## src/hdl/rle_pkg.sv

```systemverilog
// Shared types, constants and control structs of the raft election node core.
package rle_pkg;

   // Field widths fixed by the channel format
   localparam int MODE_W      = 3;
   localparam int TERM_PORT_W = 32;
   localparam int NODE_W      = 4;
   localparam int MCOUNT_W    = 5;
   localparam int KIND_W      = 2;
   localparam int ROLE_W      = 2;
   localparam int VOTE_W      = 5;
   localparam int TIMER_W     = 4;
   localparam int RNG_W       = 64;
   localparam int CSR_IDX_W   = 2;
   localparam int CSR_DATA_W  = 64;

   // Defaults for the top-level parameters
   localparam int DEF_MAX_NODES  = 16;
   localparam int DEF_TERM_WIDTH = 32;

   // Reset values of the configuration registers
   localparam logic [MCOUNT_W-1:0] MCOUNT_RESET = MCOUNT_W'(5);

   // Vote register code for "no vote"
   localparam logic [VOTE_W-1:0] NO_VOTE = {VOTE_W{1'b1}};

   // Election timer
   localparam logic [TIMER_W-1:0] TIMER_MAX    = {TIMER_W{1'b1}};
   localparam logic [TIMER_W-1:0] TIMEOUT_BASE = TIMER_W'(6);

   // splitmix64 constants
   localparam logic [RNG_W-1:0] SM_GAMMA = 64'h9E3779B97F4A7C15;
   localparam logic [RNG_W-1:0] SM_MUL1  = 64'hBF58476D1CE4E5B9;
   localparam logic [RNG_W-1:0] SM_MUL2  = 64'h94D049BB133111EB;

   // Event codes of the request channel
   typedef enum logic [MODE_W-1:0] {
      MODE_START   = 3'd0,
      MODE_TICK    = 3'd1,
      MODE_REQVOTE = 3'd2,
      MODE_VOTEREP = 3'd3,
      MODE_HBEAT   = 3'd4,
      MODE_CRASH   = 3'd5
   } mode_type;

   typedef enum logic [ROLE_W-1:0] {
      ROLE_FOL  = 2'd0,
      ROLE_CAND = 2'd1,
      ROLE_LEAD = 2'd2
   } role_type;

   typedef enum logic [KIND_W-1:0] {
      SEND_NONE    = 2'd0,
      SEND_VOTEREP = 2'd1,
      SEND_HBEAT   = 2'd2,
      SEND_REQVOTE = 2'd3
   } kind_type;

   typedef enum logic [CSR_IDX_W-1:0] {
      CSR_NODE_ID  = 2'd0,
      CSR_MCOUNT   = 2'd1,
      CSR_KEEPVOTE = 2'd2,
      CSR_RNGSEED  = 2'd3
   } csr_idx_type;

   // Multiplier phases: low x low, high x low, low x high
   typedef enum logic [1:0] {
      MUL_LL = 2'd0,
      MUL_HL = 2'd1,
      MUL_LH = 2'd2
   } mul_phase_type;

   // Commands from the controller to the datapath
   typedef struct packed {
      logic          load_item;
      logic          exec;
      logic          tally;
      logic          rng_add;
      logic          rng_mul;
      mul_phase_type mul_phase;
      logic          mul_pass;
      logic          rng_mix;
      logic          rng_fin;
      logic          rng_mod;
      logic          load_rsp;
   } rle_cmd_type;

   // Status from the datapath to the controller
   typedef struct packed {
      logic need_rearm;
      logic need_tally;
   } rle_stat_type;

endpackage

```

## src/hdl/rle_if.sv

```systemverilog
// Request and response channel interfaces of the raft election node core.
interface rle_req_if;
   import rle_pkg::*;

   logic                   valid;
   logic                   ready;
   logic [MODE_W-1:0]      mode;
   logic [TERM_PORT_W-1:0] msg_term;
   logic [NODE_W-1:0]      msg_node;
   logic                   msg_granted;

   modport source (output valid, output mode, output msg_term, output msg_node,
                   output msg_granted, input ready);
   modport sink   (input valid, input mode, input msg_term, input msg_node,
                   input msg_granted, output ready);
endinterface

interface rle_rsp_if;
   import rle_pkg::*;

   logic                     valid;
   logic                     ready;
   logic [KIND_W-1:0]        send_kind;
   logic [TERM_PORT_W-1:0]   send_term;
   logic [NODE_W-1:0]        send_dest;
   logic                     send_granted;
   logic                     report_valid;
   logic                     alive;
   logic [TERM_PORT_W-1:0]   term_now;
   logic [ROLE_W-1:0]        role_now;
   logic signed [VOTE_W-1:0] vote_now;

   modport source (output valid, output send_kind, output send_term, output send_dest,
                   output send_granted, output report_valid, output alive,
                   output term_now, output role_now, output vote_now, input ready);
   modport sink   (input valid, input send_kind, input send_term, input send_dest,
                   input send_granted, input report_valid, input alive,
                   input term_now, input role_now, input vote_now, output ready);
endinterface

```

## src/hdl/rle_ctrl.sv

```systemverilog
// Sequencing state machine of the raft election node core.
module rle_ctrl (
   input  logic                 clock,
   input  logic                 reset,
   input  logic                 req_valid,
   output logic                 req_ready,
   input  logic                 rsp_ready,
   output logic                 rsp_valid,
   input  rle_pkg::rle_stat_type stat,
   output rle_pkg::rle_cmd_type  cmd
);
   import rle_pkg::*;

   typedef enum logic [8:0] {
      ST_IDLE  = 9'b000000001,
      ST_EXEC  = 9'b000000010,
      ST_TALLY = 9'b000000100,
      ST_RADD  = 9'b000001000,
      ST_RMUL  = 9'b000010000,
      ST_RMIX  = 9'b000100000,
      ST_RFIN  = 9'b001000000,
      ST_RMOD  = 9'b010000000,
      ST_DONE  = 9'b100000000
   } rle_state_type;

   rle_state_type state_ff, state_in;
   mul_phase_type phase_ff, phase_in;
   logic          pass_ff, pass_in;
   logic          rsp_valid_ff, rsp_valid_in;
   logic          slot_free;

   // Output slot frees up when empty or when the current transaction is taken
   assign slot_free = !rsp_valid_ff || rsp_ready;
   assign req_ready = (state_ff == ST_IDLE);
   assign rsp_valid = rsp_valid_ff;

   // Next state and command decode
   always_comb begin
      state_in      = state_ff;
      phase_in      = phase_ff;
      pass_in       = pass_ff;
      cmd           = '0;
      cmd.mul_phase = phase_ff;
      cmd.mul_pass  = pass_ff;
      case (state_ff)
         ST_IDLE: begin
            cmd.load_item = req_valid;
            if (req_valid) begin
               state_in = ST_EXEC;
            end
         end
         ST_EXEC: begin
            cmd.exec = 1'b1;
            if (stat.need_tally) begin
               state_in = ST_TALLY;
            end else if (stat.need_rearm) begin
               state_in = ST_RADD;
            end else begin
               state_in = ST_DONE;
            end
         end
         ST_TALLY: begin
            cmd.tally = 1'b1;
            state_in  = ST_DONE;
         end
         ST_RADD: begin
            cmd.rng_add = 1'b1;
            phase_in    = MUL_LL;
            pass_in     = 1'b0;
            state_in    = ST_RMUL;
         end
         ST_RMUL: begin
            cmd.rng_mul = 1'b1;
            case (phase_ff)
               MUL_LL:  phase_in = MUL_HL;
               MUL_HL:  phase_in = MUL_LH;
               default: begin
                  phase_in = MUL_LL;
                  state_in = pass_ff ? ST_RFIN : ST_RMIX;
               end
            endcase
         end
         ST_RMIX: begin
            cmd.rng_mix = 1'b1;
            pass_in     = 1'b1;
            state_in    = ST_RMUL;
         end
         ST_RFIN: begin
            cmd.rng_fin = 1'b1;
            state_in    = ST_RMOD;
         end
         ST_RMOD: begin
            cmd.rng_mod = 1'b1;
            state_in    = ST_DONE;
         end
         ST_DONE: begin
            cmd.load_rsp = slot_free;
            if (slot_free) begin
               state_in = ST_IDLE;
            end
         end
         default: begin
            state_in = ST_IDLE;
         end
      endcase
   end

   // Response valid flag
   always_comb begin
      if (cmd.load_rsp) begin
         rsp_valid_in = 1'b1;
      end else if (rsp_ready) begin
         rsp_valid_in = 1'b0;
      end else begin
         rsp_valid_in = rsp_valid_ff;
      end
   end

   always_ff @(posedge clock) begin
      if (reset) begin
         state_ff     <= ST_IDLE;
         phase_ff     <= MUL_LL;
         pass_ff      <= 1'b0;
         rsp_valid_ff <= 1'b0;
      end else begin
         state_ff     <= state_in;
         phase_ff     <= phase_in;
         pass_ff      <= pass_in;
         rsp_valid_ff <= rsp_valid_in;
      end
   end

endmodule

```

## src/hdl/rle_dp.sv

```systemverilog
// Election state, event evaluation, vote tally and timeout generator.
module rle_dp #(
   parameter int MAX_NODES  = rle_pkg::DEF_MAX_NODES,
   parameter int TERM_WIDTH = rle_pkg::DEF_TERM_WIDTH
) (
   input  logic                                 clock,
   input  logic                                 reset,
   // configuration writes
   input  logic                                 csr_wr_en,
   input  logic [rle_pkg::CSR_IDX_W-1:0]        csr_index,
   input  logic [rle_pkg::CSR_DATA_W-1:0]       csr_wr_data,
   // request payload
   input  logic [rle_pkg::MODE_W-1:0]           in_mode,
   input  logic [rle_pkg::TERM_PORT_W-1:0]      in_msg_term,
   input  logic [rle_pkg::NODE_W-1:0]           in_msg_node,
   input  logic                                 in_msg_granted,
   // response payload
   output logic [rle_pkg::KIND_W-1:0]           out_send_kind,
   output logic [rle_pkg::TERM_PORT_W-1:0]      out_send_term,
   output logic [rle_pkg::NODE_W-1:0]           out_send_dest,
   output logic                                 out_send_granted,
   output logic                                 out_report_valid,
   output logic                                 out_alive,
   output logic [rle_pkg::TERM_PORT_W-1:0]      out_term_now,
   output logic [rle_pkg::ROLE_W-1:0]           out_role_now,
   output logic signed [rle_pkg::VOTE_W-1:0]    out_vote_now,
   // controller link
   input  rle_pkg::rle_cmd_type                 cmd,
   output rle_pkg::rle_stat_type                stat
);
   import rle_pkg::*;

   localparam int CMP_W = (TERM_WIDTH > TERM_PORT_W) ? TERM_WIDTH : TERM_PORT_W;
   localparam int CNT_W = $clog2(MAX_NODES + 1);
   localparam logic [TERM_WIDTH-1:0] TERM_MAX = {TERM_WIDTH{1'b1}};

   // configuration registers
   logic [NODE_W-1:0]   cfg_node_id_ff, cfg_node_id_in;
   logic [MCOUNT_W-1:0] cfg_mcount_ff, cfg_mcount_in;
   logic                cfg_keep_ff, cfg_keep_in;

   // latched transaction
   logic [MODE_W-1:0]     item_mode_ff, item_mode_in;
   logic [TERM_WIDTH-1:0] item_term_ff, item_term_in;
   logic [NODE_W-1:0]     item_node_ff, item_node_in;
   logic                  item_grant_ff, item_grant_in;

   // election state
   logic [TERM_WIDTH-1:0] term_ff, term_in;
   logic [VOTE_W-1:0]     voted_ff, voted_in;
   role_type              role_ff, role_in;
   logic [MAX_NODES-1:0]  marks_ff, marks_in;
   logic [TIMER_W-1:0]    timer_ff, timer_in;
   logic [TIMER_W-1:0]    timeout_ff, timeout_in;

   // generator
   logic [RNG_W-1:0] rng_ff, rng_in;
   logic [RNG_W-1:0] mul_a_ff, mul_a_in;
   logic [RNG_W-1:0] acc_ff, acc_in;
   logic [17:0]      fold_ff, fold_in;

   // pending result fields
   kind_type              res_kind_ff, res_kind_in;
   logic [TERM_WIDTH-1:0] res_sterm_ff, res_sterm_in;
   logic [NODE_W-1:0]     res_dest_ff, res_dest_in;
   logic                  res_grant_ff, res_grant_in;
   logic                  res_rvalid_ff, res_rvalid_in;
   logic                  res_alive_ff, res_alive_in;

   // output register
   logic [KIND_W-1:0]      rsp_kind_ff, rsp_kind_in;
   logic [TERM_PORT_W-1:0] rsp_sterm_ff, rsp_sterm_in;
   logic [NODE_W-1:0]      rsp_dest_ff, rsp_dest_in;
   logic                   rsp_grant_ff, rsp_grant_in;
   logic                   rsp_rvalid_ff, rsp_rvalid_in;
   logic                   rsp_alive_ff, rsp_alive_in;
   logic [TERM_PORT_W-1:0] rsp_term_ff, rsp_term_in;
   logic [ROLE_W-1:0]      rsp_role_ff, rsp_role_in;
   logic [VOTE_W-1:0]      rsp_vote_ff, rsp_vote_in;

   // combinational helpers
   logic [CMP_W-1:0]     mt_wide;
   logic [CMP_W-1:0]     mt_sat;
   logic [TIMER_W-1:0]   timer_inc;
   logic                 timer_fire;
   logic [MAX_NODES-1:0] own_bit;
   logic [MAX_NODES-1:0] msg_bit;
   logic [MAX_NODES-1:0] count_mask;
   logic [CNT_W-1:0]     tally_cnt;
   logic                 tally_win;
   logic                 grant;
   logic [RNG_W-1:0]     rng_sum;
   logic [31:0]          op_a;
   logic [31:0]          op_c;
   logic [RNG_W-1:0]     mul_const;
   logic [RNG_W-1:0]     prod;
   logic [RNG_W-1:0]     mix_z;
   logic [32:0]          fold_a;
   logic [17:0]          fold_b;
   logic [10:0]          fold_c;
   logic [7:0]           fold_d;
   logic [6:0]           fold_e;
   logic [4:0]           fold_f;
   logic [3:0]           fold_g;
   logic [2:0]           fold_h;
   logic [1:0]           rnd_mod3;

   // Incoming term saturates to the largest stored term
   assign mt_wide = CMP_W'(in_msg_term);
   assign mt_sat  = (mt_wide > CMP_W'(TERM_MAX)) ? CMP_W'(TERM_MAX) : mt_wide;

   assign timer_inc  = (timer_ff < TIMER_MAX) ? timer_ff + TIMER_W'(1) : timer_ff;
   assign timer_fire = (timer_inc >= timeout_ff);

   // Mark decode and member mask
   always_comb begin
      for (int k = 0; k < MAX_NODES; k++) begin
         own_bit[k]    = (32'(cfg_node_id_ff) == k);
         msg_bit[k]    = (32'(item_node_ff) == k);
         count_mask[k] = (32'(cfg_mcount_ff) > k);
      end
   end

   // Majority check over the counted marks
   assign tally_cnt = CNT_W'($countones(marks_ff & count_mask));
   assign tally_win = ((32'(tally_cnt) << 1) > 32'(cfg_mcount_ff));

   // Shared 32x32 multiplier, three partial products per 64-bit product
   assign mul_const = cmd.mul_pass ? SM_MUL2 : SM_MUL1;
   assign op_a      = (cmd.mul_phase == MUL_HL) ? mul_a_ff[63:32] : mul_a_ff[31:0];
   assign op_c      = (cmd.mul_phase == MUL_LH) ? mul_const[63:32] : mul_const[31:0];
   assign prod      = RNG_W'(op_a) * RNG_W'(op_c);

   assign rng_sum = rng_ff + SM_GAMMA;

   // Final mix and first folds of the mod-3 reduction (2^16 and 2^32 are 1 mod 3)
   assign mix_z  = acc_ff ^ (acc_ff >> 31);
   assign fold_a = {1'b0, mix_z[63:32]} + {1'b0, mix_z[31:0]};
   assign fold_b = 18'(fold_a[32:16]) + 18'(fold_a[15:0]);

   // Remaining narrow folds
   assign fold_c   = 11'(fold_ff[17:8]) + 11'(fold_ff[7:0]);
   assign fold_d   = 8'(fold_c[10:4]) + 8'(fold_c[3:0]);
   assign fold_e   = 7'(fold_d[7:2]) + 7'(fold_d[1:0]);
   assign fold_f   = 5'(fold_e[6:4]) + 5'(fold_e[3:0]);
   assign fold_g   = 4'(fold_f[4:2]) + 4'(fold_f[1:0]);
   assign fold_h   = 3'(fold_g[3:2]) + 3'(fold_g[1:0]);
   assign rnd_mod3 = (fold_h >= 3'd3) ? 2'(fold_h - 3'd3) : fold_h[1:0];

   // Next-state logic
   always_comb begin
      cfg_node_id_in = cfg_node_id_ff;
      cfg_mcount_in  = cfg_mcount_ff;
      cfg_keep_in    = cfg_keep_ff;
      item_mode_in   = item_mode_ff;
      item_term_in   = item_term_ff;
      item_node_in   = item_node_ff;
      item_grant_in  = item_grant_ff;
      term_in        = term_ff;
      voted_in       = voted_ff;
      role_in        = role_ff;
      marks_in       = marks_ff;
      timer_in       = timer_ff;
      timeout_in     = timeout_ff;
      rng_in         = rng_ff;
      mul_a_in       = mul_a_ff;
      acc_in         = acc_ff;
      fold_in        = fold_ff;
      res_kind_in    = res_kind_ff;
      res_sterm_in   = res_sterm_ff;
      res_dest_in    = res_dest_ff;
      res_grant_in   = res_grant_ff;
      res_rvalid_in  = res_rvalid_ff;
      res_alive_in   = res_alive_ff;
      rsp_kind_in    = rsp_kind_ff;
      rsp_sterm_in   = rsp_sterm_ff;
      rsp_dest_in    = rsp_dest_ff;
      rsp_grant_in   = rsp_grant_ff;
      rsp_rvalid_in  = rsp_rvalid_ff;
      rsp_alive_in   = rsp_alive_ff;
      rsp_term_in    = rsp_term_ff;
      rsp_role_in    = rsp_role_ff;
      rsp_vote_in    = rsp_vote_ff;
      stat           = '0;
      grant          = 1'b0;

      // configuration write; the seed also reloads the generator
      if (csr_wr_en) begin
         case (csr_idx_type'(csr_index))
            CSR_NODE_ID:  cfg_node_id_in = csr_wr_data[NODE_W-1:0];
            CSR_MCOUNT:   cfg_mcount_in  = csr_wr_data[MCOUNT_W-1:0];
            CSR_KEEPVOTE: cfg_keep_in    = csr_wr_data[0];
            CSR_RNGSEED:  rng_in         = csr_wr_data[RNG_W-1:0];
            default:      cfg_keep_in    = cfg_keep_ff;
         endcase
      end

      // capture the accepted transaction
      if (cmd.load_item) begin
         item_mode_in  = in_mode;
         item_term_in  = TERM_WIDTH'(mt_sat);
         item_node_in  = in_msg_node;
         item_grant_in = in_msg_granted;
      end

      // event evaluation
      if (cmd.exec) begin
         res_kind_in   = SEND_NONE;
         res_sterm_in  = '0;
         res_dest_in   = '0;
         res_grant_in  = 1'b0;
         res_rvalid_in = 1'b0;
         res_alive_in  = 1'b1;
         case (mode_type'(item_mode_ff))
            MODE_START: begin
               timer_in        = '0;
               stat.need_rearm = 1'b1;
            end
            MODE_TICK: begin
               res_rvalid_in = 1'b1;
               if (role_ff == ROLE_LEAD) begin
                  res_kind_in  = SEND_HBEAT;
                  res_sterm_in = term_ff;
               end else begin
                  timer_in = timer_inc;
                  if (timer_fire) begin
                     term_in         = (term_ff == TERM_MAX) ? term_ff
                                                             : term_ff + TERM_WIDTH'(1);
                     voted_in        = {1'b0, cfg_node_id_ff};
                     role_in         = ROLE_CAND;
                     marks_in        = own_bit;
                     timer_in        = '0;
                     stat.need_rearm = 1'b1;
                  end
                  if (role_in == ROLE_CAND) begin
                     res_kind_in  = SEND_REQVOTE;
                     res_sterm_in = term_in;
                  end
               end
            end
            MODE_REQVOTE: begin
               if (item_term_ff > term_ff) begin
                  term_in  = item_term_ff;
                  voted_in = NO_VOTE;
                  role_in  = ROLE_FOL;
                  marks_in = '0;
               end
               grant = (item_term_ff == term_in) &&
                       ((voted_in == NO_VOTE) || (voted_in == {1'b0, item_node_ff}));
               if (grant) begin
                  voted_in        = {1'b0, item_node_ff};
                  timer_in        = '0;
                  stat.need_rearm = 1'b1;
               end
               res_kind_in  = SEND_VOTEREP;
               res_sterm_in = term_in;
               res_dest_in  = item_node_ff;
               res_grant_in = grant;
            end
            MODE_VOTEREP: begin
               if (item_term_ff > term_ff) begin
                  term_in  = item_term_ff;
                  voted_in = NO_VOTE;
                  role_in  = ROLE_FOL;
                  marks_in = '0;
               end else if ((role_ff == ROLE_CAND) && (item_term_ff == term_ff) &&
                            item_grant_ff) begin
                  marks_in        = marks_ff | msg_bit;
                  stat.need_tally = 1'b1;
               end
            end
            MODE_HBEAT: begin
               if (item_term_ff > term_ff) begin
                  term_in  = item_term_ff;
                  voted_in = NO_VOTE;
                  role_in  = ROLE_FOL;
                  marks_in = '0;
               end
               if ((item_term_ff == term_in) && (role_in != ROLE_LEAD)) begin
                  role_in         = ROLE_FOL;
                  timer_in        = '0;
                  stat.need_rearm = 1'b1;
               end
            end
            MODE_CRASH: begin
               if (!cfg_keep_ff) begin
                  voted_in = NO_VOTE;
               end
               role_in         = ROLE_FOL;
               marks_in        = '0;
               timer_in        = '0;
               stat.need_rearm = 1'b1;
               res_rvalid_in   = 1'b1;
               res_alive_in    = 1'b0;
            end
            default: begin
               res_kind_in = SEND_NONE;
            end
         endcase
      end

      // majority reached: take the lead and announce it
      if (cmd.tally && tally_win) begin
         role_in      = ROLE_LEAD;
         res_kind_in  = SEND_HBEAT;
         res_sterm_in = term_ff;
      end

      // generator sequence
      if (cmd.rng_add) begin
         rng_in   = rng_sum;
         mul_a_in = rng_sum ^ (rng_sum >> 30);
      end
      if (cmd.rng_mul) begin
         case (cmd.mul_phase)
            MUL_LL:  acc_in = prod;
            default: acc_in = {acc_ff[63:32] + prod[31:0], acc_ff[31:0]};
         endcase
      end
      if (cmd.rng_mix) begin
         mul_a_in = acc_ff ^ (acc_ff >> 27);
      end
      if (cmd.rng_fin) begin
         fold_in = fold_b;
      end
      if (cmd.rng_mod) begin
         timeout_in = TIMEOUT_BASE + TIMER_W'(rnd_mod3);
      end

      // load the output register
      if (cmd.load_rsp) begin
         rsp_kind_in   = res_kind_ff;
         rsp_sterm_in  = TERM_PORT_W'(res_sterm_ff);
         rsp_dest_in   = res_dest_ff;
         rsp_grant_in  = res_grant_ff;
         rsp_rvalid_in = res_rvalid_ff;
         rsp_alive_in  = res_alive_ff;
         rsp_term_in   = TERM_PORT_W'(term_ff);
         rsp_role_in   = role_ff;
         rsp_vote_in   = voted_ff;
      end
   end

   // Architectural state and configuration
   always_ff @(posedge clock) begin
      if (reset) begin
         cfg_node_id_ff <= '0;
         cfg_mcount_ff  <= MCOUNT_RESET;
         cfg_keep_ff    <= 1'b0;
         term_ff        <= '0;
         voted_ff       <= NO_VOTE;
         role_ff        <= ROLE_FOL;
         marks_ff       <= '0;
         timer_ff       <= '0;
         timeout_ff     <= '0;
         rng_ff         <= '0;
      end else begin
         cfg_node_id_ff <= cfg_node_id_in;
         cfg_mcount_ff  <= cfg_mcount_in;
         cfg_keep_ff    <= cfg_keep_in;
         term_ff        <= term_in;
         voted_ff       <= voted_in;
         role_ff        <= role_in;
         marks_ff       <= marks_in;
         timer_ff       <= timer_in;
         timeout_ff     <= timeout_in;
         rng_ff         <= rng_in;
      end
   end

   // Payload registers
   always_ff @(posedge clock) begin
      item_mode_ff  <= item_mode_in;
      item_term_ff  <= item_term_in;
      item_node_ff  <= item_node_in;
      item_grant_ff <= item_grant_in;
      mul_a_ff      <= mul_a_in;
      acc_ff        <= acc_in;
      fold_ff       <= fold_in;
      res_kind_ff   <= res_kind_in;
      res_sterm_ff  <= res_sterm_in;
      res_dest_ff   <= res_dest_in;
      res_grant_ff  <= res_grant_in;
      res_rvalid_ff <= res_rvalid_in;
      res_alive_ff  <= res_alive_in;
      rsp_kind_ff   <= rsp_kind_in;
      rsp_sterm_ff  <= rsp_sterm_in;
      rsp_dest_ff   <= rsp_dest_in;
      rsp_grant_ff  <= rsp_grant_in;
      rsp_rvalid_ff <= rsp_rvalid_in;
      rsp_alive_ff  <= rsp_alive_in;
      rsp_term_ff   <= rsp_term_in;
      rsp_role_ff   <= rsp_role_in;
      rsp_vote_ff   <= rsp_vote_in;
   end

   assign out_send_kind    = rsp_kind_ff;
   assign out_send_term    = rsp_sterm_ff;
   assign out_send_dest    = rsp_dest_ff;
   assign out_send_granted = rsp_grant_ff;
   assign out_report_valid = rsp_rvalid_ff;
   assign out_alive        = rsp_alive_ff;
   assign out_term_now     = rsp_term_ff;
   assign out_role_now     = rsp_role_ff;
   assign out_vote_now     = signed'(rsp_vote_ff);

endmodule

```

## src/hdl/raft_election_node_core.sv

```systemverilog
// Top level of the raft election node core: controller plus datapath.
//
// One Raft server's leader-election engine. Each transaction on req_ch is one
// event (start, tick, request vote, vote reply, heartbeat, crash restart); each
// gives exactly one transaction on rsp_ch with the message to send and the
// node's report (term, role, vote). Channels use valid/ready; a transaction
// moves on a clock edge with both high.
// Configuration is a write-only port: csr_wr_en, csr_index, csr_wr_data. The
// user must write it only while no event is in flight; the block itself has
// no guard for this. Writing the seed reloads the splitmix64 generator.
// Every event passes the exec and done states; a vote reply that updates the
// tally adds the tally state; events that re-arm the election timer run the
// generator (one 32x32 multiplier runs three partial products for each of the
// two 64-bit multiplies, then the fin and mod states reduce the output mod 3).
// One event is in flight at a time; the next is accepted in the cycle after
// the previous response enters the output register, even if it still waits.
// Reset (synchronous) clears the election state and loads register defaults.
// A stalled receiver holds the response stable; the engine waits to load the
// next response until the output register is free.
module raft_election_node_core #(
   parameter int MAX_NODES  = rle_pkg::DEF_MAX_NODES,
   parameter int TERM_WIDTH = rle_pkg::DEF_TERM_WIDTH
) (
   input  logic                           clock,
   input  logic                           reset,
   input  logic                           csr_wr_en,
   input  logic [rle_pkg::CSR_IDX_W-1:0]  csr_index,
   input  logic [rle_pkg::CSR_DATA_W-1:0] csr_wr_data,
   rle_req_if.sink                        req_ch,
   rle_rsp_if.source                      rsp_ch
);
   import rle_pkg::*;

   rle_cmd_type  cmd;
   rle_stat_type stat;

   // Sequencer
   rle_ctrl u_ctrl (
      .clock     (clock),
      .reset     (reset),
      .req_valid (req_ch.valid),
      .req_ready (req_ch.ready),
      .rsp_ready (rsp_ch.ready),
      .rsp_valid (rsp_ch.valid),
      .stat      (stat),
      .cmd       (cmd)
   );

   // State, evaluation and generator
   rle_dp #(
      .MAX_NODES  (MAX_NODES),
      .TERM_WIDTH (TERM_WIDTH)
   ) u_dp (
      .clock            (clock),
      .reset            (reset),
      .csr_wr_en        (csr_wr_en),
      .csr_index        (csr_index),
      .csr_wr_data      (csr_wr_data),
      .in_mode          (req_ch.mode),
      .in_msg_term      (req_ch.msg_term),
      .in_msg_node      (req_ch.msg_node),
      .in_msg_granted   (req_ch.msg_granted),
      .out_send_kind    (rsp_ch.send_kind),
      .out_send_term    (rsp_ch.send_term),
      .out_send_dest    (rsp_ch.send_dest),
      .out_send_granted (rsp_ch.send_granted),
      .out_report_valid (rsp_ch.report_valid),
      .out_alive        (rsp_ch.alive),
      .out_term_now     (rsp_ch.term_now),
      .out_role_now     (rsp_ch.role_now),
      .out_vote_now     (rsp_ch.vote_now),
      .cmd              (cmd),
      .stat             (stat)
   );

endmodule

```

## src/flat_wrapper.sv

```systemverilog
// flat-port wrapper written by rule: the top's interface ports become plain ports
module raft_election_node_core_flat import rle_pkg::*;
#(
   parameter int MAX_NODES  = rle_pkg::DEF_MAX_NODES,
   parameter int TERM_WIDTH = rle_pkg::DEF_TERM_WIDTH
)
  (clock, reset, csr_wr_en, csr_index, csr_wr_data, req_ch_valid, req_ch_mode, req_ch_msg_term, req_ch_msg_node, req_ch_msg_granted, req_ch_ready, rsp_ch_valid, rsp_ch_send_kind, rsp_ch_send_term, rsp_ch_send_dest, rsp_ch_send_granted, rsp_ch_report_valid, rsp_ch_alive, rsp_ch_term_now, rsp_ch_role_now, rsp_ch_vote_now, rsp_ch_ready);
  rle_req_if req_ch_i ();
  rle_rsp_if rsp_ch_i ();
  input  logic clock;
  input  logic reset;
  input  logic csr_wr_en;
  input  logic [rle_pkg::CSR_IDX_W-1:0] csr_index;
  input  logic [rle_pkg::CSR_DATA_W-1:0] csr_wr_data;
  input wire logic [$bits(req_ch_i.valid)-1:0] req_ch_valid;
  input wire logic [$bits(req_ch_i.mode)-1:0] req_ch_mode;
  input wire logic [$bits(req_ch_i.msg_term)-1:0] req_ch_msg_term;
  input wire logic [$bits(req_ch_i.msg_node)-1:0] req_ch_msg_node;
  input wire logic [$bits(req_ch_i.msg_granted)-1:0] req_ch_msg_granted;
  output wire logic [$bits(req_ch_i.ready)-1:0] req_ch_ready;
  output wire logic [$bits(rsp_ch_i.valid)-1:0] rsp_ch_valid;
  output wire logic [$bits(rsp_ch_i.send_kind)-1:0] rsp_ch_send_kind;
  output wire logic [$bits(rsp_ch_i.send_term)-1:0] rsp_ch_send_term;
  output wire logic [$bits(rsp_ch_i.send_dest)-1:0] rsp_ch_send_dest;
  output wire logic [$bits(rsp_ch_i.send_granted)-1:0] rsp_ch_send_granted;
  output wire logic [$bits(rsp_ch_i.report_valid)-1:0] rsp_ch_report_valid;
  output wire logic [$bits(rsp_ch_i.alive)-1:0] rsp_ch_alive;
  output wire logic [$bits(rsp_ch_i.term_now)-1:0] rsp_ch_term_now;
  output wire logic [$bits(rsp_ch_i.role_now)-1:0] rsp_ch_role_now;
  output wire logic [$bits(rsp_ch_i.vote_now)-1:0] rsp_ch_vote_now;
  input wire logic [$bits(rsp_ch_i.ready)-1:0] rsp_ch_ready;
  assign req_ch_i.valid = req_ch_valid;
  assign req_ch_i.mode = req_ch_mode;
  assign req_ch_i.msg_term = req_ch_msg_term;
  assign req_ch_i.msg_node = req_ch_msg_node;
  assign req_ch_i.msg_granted = req_ch_msg_granted;
  assign req_ch_ready = req_ch_i.ready;
  assign rsp_ch_valid = rsp_ch_i.valid;
  assign rsp_ch_send_kind = rsp_ch_i.send_kind;
  assign rsp_ch_send_term = rsp_ch_i.send_term;
  assign rsp_ch_send_dest = rsp_ch_i.send_dest;
  assign rsp_ch_send_granted = rsp_ch_i.send_granted;
  assign rsp_ch_report_valid = rsp_ch_i.report_valid;
  assign rsp_ch_alive = rsp_ch_i.alive;
  assign rsp_ch_term_now = rsp_ch_i.term_now;
  assign rsp_ch_role_now = rsp_ch_i.role_now;
  assign rsp_ch_vote_now = rsp_ch_i.vote_now;
  assign rsp_ch_i.ready = rsp_ch_ready;
  raft_election_node_core #(.MAX_NODES(MAX_NODES), .TERM_WIDTH(TERM_WIDTH)) u_core (.clock(clock), .reset(reset), .csr_wr_en(csr_wr_en), .csr_index(csr_index), .csr_wr_data(csr_wr_data), .req_ch(req_ch_i), .rsp_ch(rsp_ch_i));
endmodule
```

## config.mk

```make
export PLATFORM = sky130hd
export DESIGN_NAME = raft_election_node_core_flat
export DESIGN_NICKNAME = d
export VERILOG_FILES = /design/src/hdl/rle_pkg.sv /design/src/hdl/rle_if.sv /design/src/hdl/rle_ctrl.sv /design/src/hdl/rle_dp.sv /design/src/hdl/raft_election_node_core.sv /design/src/flat_wrapper.sv
export SDC_FILE = /design/constraint.sdc
export NUM_CORES = 2
export LEC_CHECK = 0
export ABC_CLOCK_PERIOD_IN_PS = 20200
export BUFFER_PORTS_ARGS = -buffer_cell sky130_fd_sc_hd__buf_2
export CORE_MARGIN = 1
export CORE_UTILIZATION = 30
export CTS_CLUSTER_SIZE = 10
export DETAILED_ROUTE_END_ITERATION = 10
export GPL_TIMING_DRIVEN = 1
export SYNTH_ARGS = -nofsm -noshare
export SYNTH_HDL_FRONTEND = slang
export SYNTH_SLANG_ARGS = --single-unit
```

## constraint.sdc

```tcl
create_clock -name clock -period 20.2 [get_ports clock]
set_input_delay 2.02 -clock clock [delete_from_list [all_inputs] [get_ports clock]]
set_output_delay 2.02 -clock clock [all_outputs]
set_load 0.005 [all_outputs]
```

## Word level (Yosys, flattened, before mapping)

Index checks and enable logic that the tools add are counted.

| storage, ports and cells | value |
|---|---|
| register bits after elaboration | 457 |
| input bits | 111 |
| word-level logic and storage cells | 303 |

| cells by class | value |
|---|---|
| $add $sub $neg | 29 |
| $mul | 1 |
| magnitude comparators | 22 |
| equal/unequal tests | 70 |
| mux-type cells | 91 |
| bitwise gates (word level) | 5 |
| reductions and logical operators | 47 |

Operators with widths:

| cell | count |
|---|---|
| 32-bit two-way mux | 14 |
| 64-bit two-way mux | 6 |
| 32-bit one-hot mux with 4 select lines | 1 |
| 32-bit equality test | 3 |
| 16-bit two-way mux | 5 |
| 64-bit adder (second input constant) | 1 |
| 4-bit equality test (second input constant) | 16 |
| 32-bit by 32-bit multiplier with 64-bit output | 1 |
| 16-bit one-hot mux with 4 select lines | 1 |
| 32-bit one-hot mux with 2 select lines | 1 |
| 64-bit by 33-bit XOR with 64-bit output | 1 |
| 64-bit by 34-bit XOR with 64-bit output | 1 |
| 64-bit by 37-bit XOR with 64-bit output | 1 |
| 9-bit one-hot mux with 7 select lines | 1 |
| 62-bit two-way mux | 1 |
| 9-bit two-way mux | 5 |
| 5-bit by 4-bit > comparator with 1-bit output (second input constant) | 8 |
| 5-bit two-way mux | 7 |
| 32-bit by 32-bit adder with 33-bit output | 1 |
| 32-bit by 1-bit adder with 32-bit output (second input constant) | 1 |
| 32-bit adder | 1 |
| 32-bit equality test (second input constant) | 1 |
| 4-bit by 3-bit equality test with 1-bit output (second input constant) | 8 |
| 32-bit > comparator | 1 |
| 68 further kinds | 178 |

## Logic depth before layout (Yosys ltp)

| logic depth | value |
|---|---|
| depth after elaboration | 13 |
| depth in mapped cells | 43 |

## Hierarchy

Synthesis repeated with hierarchy kept, for this count alone.

| second synthesis, totals | value |
|---|---|
| cells, all modules | 5979 |
| area, all modules | 57599.0 um^2 |

By module, submodules not included:

| module | instances | cells each | area an instance (um^2) | seq. area each (um^2) |
|---|---|---|---|---|
| rle_dp | 1 | 5886 | 56782.0 | 11921.4 |
| rle_ctrl | 1 | 93 | 817.0 | 260.2 |

## Worst setup path after synthesis

OpenSTA, ideal clock, no wires.

| path | value |
|---|---|
| kind | flip-flop to flip-flop |
| from | register u_core.u_ctrl.phase_ff[0] |
| to | register u_core.u_dp.acc_ff[63] (data pin) |
| library setup time | 267 ps |
| data arrival time | 9288 ps |
| slack | 10645 ps |
| stages on the path, launching flop included | 38 |
| path buffers | 3 |
| clock period less this slack | 9555 ps |
| cells stage by stage | dfxtp_1 -> nor2b_1 -> buf_2 -> buf_1 -> clkbuf_1 -> mux2i_1 -> inv_1 -> nand2_1 -> o21ai_0 -> fa_1 -> fa_1 -> fa_1 -> inv_1 -> fa_1 -> inv_1 -> fa_1 -> fa_1 -> fa_1 -> [... 2 more ...] -> inv_1 -> ha_1 -> o21a_1 -> o211ai_1 -> a2111oi_0 -> nor2_1 -> nand2_1 -> nand3_1 -> nor2_1 -> nor2_1 -> xnor2_1 -> ha_1 -> or3_1 -> o21ai_0 -> a31oi_1 -> a31oi_1 -> xnor2_1 -> mux2i_1 |

| between the ends | value |
|---|---|
| cells in the longest elaborated chain, start to end | 5 |
| elaborated cells between the ends (all ways) | 8 |
| those cells by class | add/sub (1); mul (1); eq/ne (2); mux (3); reduce/logical (1) |

Ends and longest elaborated chain:

| item | RTL line | source |
|---|---|---|
| start, declared | rle_ctrl.sv:27 | `mul_phase_type phase_ff, phase_in;` |
| start signal, assigned | rle_ctrl.sv:127 | `phase_ff <= phase_in;` |
| 2-bit by 1-bit equality test with 1-bit output / 2-bit equality test (equally long branches) | rle_dp.sv:130, rle_dp.sv:131 |  |
| 32-bit two-way mux (on tied branches) | rle_dp.sv:130, rle_dp.sv:131 |  |
| 32-bit by 32-bit multiplier with 64-bit output (*) | rle_dp.sv:132 | `assign prod = RNG_W'(op_a) * RNG_W'(op_c);` |
| named net u_core.u_dp.prod[27] | rle_dp.sv:96 | `logic [RNG_W-1:0] prod;` |
| 32-bit adder (*) | rle_dp.sv:317 | `default: acc_in = {acc_ff[63:32] + prod[31:0], acc_ff[31:0]};` |
| 64-bit two-way mux (*) | rle_dp.sv:315 | `case (cmd.mul_phase)` |
| end signal, assigned | rle_dp.sv:378 | `acc_ff <= acc_in;` |
| end, declared | rle_dp.sv:59 | `logic [RNG_W-1:0] acc_ff, acc_in;` |

The timed path passes the listed nets; every way through them passes the cells marked *.
A chain may end at the register's enable or synchronous reset.

## Worst setup path after layout

Same ends and word-level chain as after synthesis.

==> summary.md <==
| Metric | Value |
|---|---|
| Outcome | `completed` |
| Critical path fanouts, max | `33` |
| First-pass GRT wire length | `309,000 um` |
| Asr flop ratio synth | `0%` |
| Nets@finish | `7,545` |
| Top cell type by total area after synthesis | `fa_1` |
| Crit start category | `flop` |
| Final Skew | `~0.045 ns` |
| Final Max Slew Viols | `0` |
| Maximum clock path buffer count | `3` |
| Syn Inst Count | `5,999` |
| Crit path capture type | `flop` |
| Worst path required time | `20.58 ns` |
| Die height | `about 440 um` |
| Post-route setup slack | `~9 ns` |
| I/O pin cnt | `roughly 190` |
| Unique masters post-synth | `92` |
| CP arrival | `between 10 and 15 ns` |
| Share of post-route cells with drive strength above 1 | `6.48%` |
| Top cells by count, synth | `inv_1, fa_1, nor2_1, ha_1, nand2_1` |
| Syn Std Cell Area | `0.0569 mm2` |
| Fin crit share | `56.6%` |
| Max incr delay on CP | `1.16 ns` |
| # DRC | `0` |
| CTS tree | `built` |
| Vias in the first global route | `about 46,000` |
| Synthesized area per cell | `9.48 um2` |
| Clock slew at reported path FFs | `0.06 ns` |
| Max Clock Freq | `87.4 MHz` |
| Die ar. | `0.191 mm2` |
| Share of the synthesized area in the top cell type | `around 29%` |
| Initial antenna violation count | `16` |
| Cts repair resizes | `0` |
| Slew @ Worst Pin | `1.40 ns` |
| HP Class | `reg2reg` |
| Clock sink count | `about 460` |
| Critical Path Slowest Stage Cell | `a2111oi_0` |
| Vias after detailed routing | `44,609` |
| Total gr overflow | `0` |
| PortBufs | `192` |
| Number of synthesized flops with an enable pin | `305` |
| GPL Wtd Cong | `0.980` |
| Synth top area cells | `fa_1, edfxtp_1, ha_1` |
| Final wirelength | `approximately 210,000 um` |
| Via density | `5.15` |
| Cell with the most instances after synthesis | `inv_1` |
| Clk_lat worst skew | `between 0.6 and 0.7 ns` |
| DRT iter0 DRCs | `4,347` |
| DR pass1 iterations | `6` |
| Row cnt | `159` |
| DR WL/cell | `23.9 um` |
| Leak | `28.4 nW` |
| Worst reg-to-reg path cell count | `34` |
| Max cap viols | `0` |
| Setup TNS | `0 ns` |
| Cts hold-fix bufs | `0` |
| Most used cell, CP | `fa_1` |
| RSZ-0062 raised after global routing | `false` |
| DRT antenna net count | `0` |
| All-layer global routing usage | `roughly 22%` |
| Postcts setup bufs | `0` |
| Seq/Total Area, Yosys | `21.4%` |
| Clock root cell | `clkbuf_16` |
| Area grow syn2layout | `9.79%` |
| Hold Vio Cnt, Final | `0` |
| Setup Slack @ Placement | `8.97 ns` |
| Final setup vio count | `0` |
| Register bit total from synthesis | `about 460` |
| Largest net degree at the start of global routing | `137` |
| Max IR drop VDD | `~0.073 mV` |
| H-tree depth | `2` |
| Main synth FF type | `edfxtp_1` |
| Synth warn | `0` |
| DP Wirelength | `between 150,000 and 200,000 um` |
| Starting density of the core | `30.3%` |
| Critical path class | `reg2reg` |
| Power Dens Cells | `42.0 mW/mm2` |
| CTS Buf Count | `54` |
| Max_slew headroom | `4.42%` |
| Hold Path Depth | `0` |
| Post-layout min period | `around 11 ns` |
| Die width | `roughly 440 um` |
| Core region area | `between 0.15 and 0.2 mm2` |
[flip-flops by register name, summed over array words and instances (netlist names), 9 cells and up]
register,cells
u_core.u_ctrl.state_ff,9
u_core.u_dp.acc_ff,64
u_core.u_dp.fold_ff,18
u_core.u_dp.item_term_ff,32
u_core.u_dp.marks_ff,16
u_core.u_dp.mul_a_ff,64
u_core.u_dp.out_send_term,32
u_core.u_dp.out_term_now,32
u_core.u_dp.res_sterm_ff,32
u_core.u_dp.rng_ff,64
u_core.u_dp.term_ff,32
[final timing paths]
check | slack (ns) | start | end
max | 8.76 | u_core.u_ctrl.phase_ff[0] | u_core.u_dp.acc_ff[63]
min | 0.41 | u_core.u_dp.res_sterm_ff[1] | u_core.u_dp.out_send_term[1]
max reg2reg | 8.76 | u_core.u_ctrl.phase_ff[0] | u_core.u_dp.acc_ff[63]
min reg2reg | 0.41 | u_core.u_dp.res_sterm_ff[1] | u_core.u_dp.out_send_term[1]
[critical path: cells and delay by family, from the launching register on]
kind / cells / cell delay [ns]
AND/OR/NAND/NOR: 8 / 1.38
adder cells (fa/ha/maj): 10 / 4.78
XOR/XNOR: 2 / 0.49
AO/OA/AOI/OAI: 6 / 1.88
buffers and inverters: 6 / 1.17
flip-flops: 1 / 0.46
multiplexers: 2 / 0.96
[through the flow]
stage / instance area [um2] / hold WS [ns] / power (mW) / utilization [%] / std cells
global route: 62400 / 0.424 / 2.73 / 33.2 / 8654
finish: 62500 / 0.413 / 2.62 / 33.2 / 8657
detailed placement: 60800 / 0.405 / 1.68 / 32.3 / 8553
global placement: 60800 / 0.406 / 1.68 / 32.3 / 8553
CTS: 62400 / 0.412 / 2.64 / 33.2 / 8653
floorplan: 56900 / 0.400 / 1.47 / - / 6000
[cells in the final DEF, fill, tap and decap left out, types with 15 or more instances in the layout]
cell	synthesis	final
a211oi_1	36	36
a21o_1	97	97
a21oi_1	360	360
a221oi_1	17	17
a22oi_1	28	28
a31oi_1	32	32
and2_1	52	51
and3_1	51	51
buf_2	4	191
buf_4	1	61
clkbuf_1	174	34
clkbuf_16	0	55
dfxtp_1	151	150
edfxtp_1	305	305
fa_1	836	836
ha_1	484	484
inv_1	1062	1062
mux2_2	18	18
mux2i_1	44	43
nand2_1	434	433
nand2b_1	50	49
nand3_1	79	79
nand4_1	30	30
nor2_1	537	532
nor2b_1	35	32
nor3_1	87	87
nor4_1	21	21
o211ai_1	16	16
o21a_1	38	38
o21ai_0	253	252
o21bai_1	15	15
o221ai_1	20	20
o22ai_1	30	30
o31ai_1	18	17
or3_1	24	24
xnor2_1	179	179
xor2_1	160	160
[routing by layer]
layer / wire length [um] / part of all wire, % / vias to the layer above / GRT usage, %
li1: - / - / 19930 / -
met1: 83800 / 40 / 22394 / 28.2
met2: 98500 / 48 / 1905 / 36.0
met3: 17100 / 8.2 / 360 / 4.15
met4: 7550 / 3.6 / 20 / 6.83
met5: 126 / 0.061 / - / 0
[layout make-up]
| type | instances | area, um2 |
|---|---|---|
| diodes | 4 | 10.0 |
| clock buffers | 92 | 1550 |
| clock inverters | 8 | 118 |
| fillers | 19342 | 126000 |
| inverters | 1066 | 4000 |
| multi-input cells | 4283 | 40000 |
| flip-flops and latches | 456 | 12200 |
| well taps | 2495 | 3120 |
| repair buffers | 253 | 1430 |
[logic make-up (layout without fill, tap and decap cells)]
| group | after synthesis | count (layout) | synth area share (%) |
|---|---|---|---|
| buffers and inverters | 1261 | 1419 | 8.34 |
| other | 1 | 6 | 0.00659 |
| multiplexers | 62 | 62 | 1.13 |
| flip-flops | 456 | 456 | 21.4 |
| AND/OR/NAND/NOR | 1456 | 1456 | 11.6 |
| XOR/XNOR | 341 | 341 | 5.28 |
| adder cells (fa/ha/maj) | 1321 | 1321 | 40.1 |
| AO/OA/AOI/OAI | 1101 | 1101 | 12.2 |
[report_power, final]
group	switching (mW)	internal, mW	total [mW]
clock network	0.414	0.532	0.946
registers	0.0258	1.02	1.05
logic	0.394	0.231	0.625
total	0.834	1.79	2.62
(Power assumes the default switching activity.)
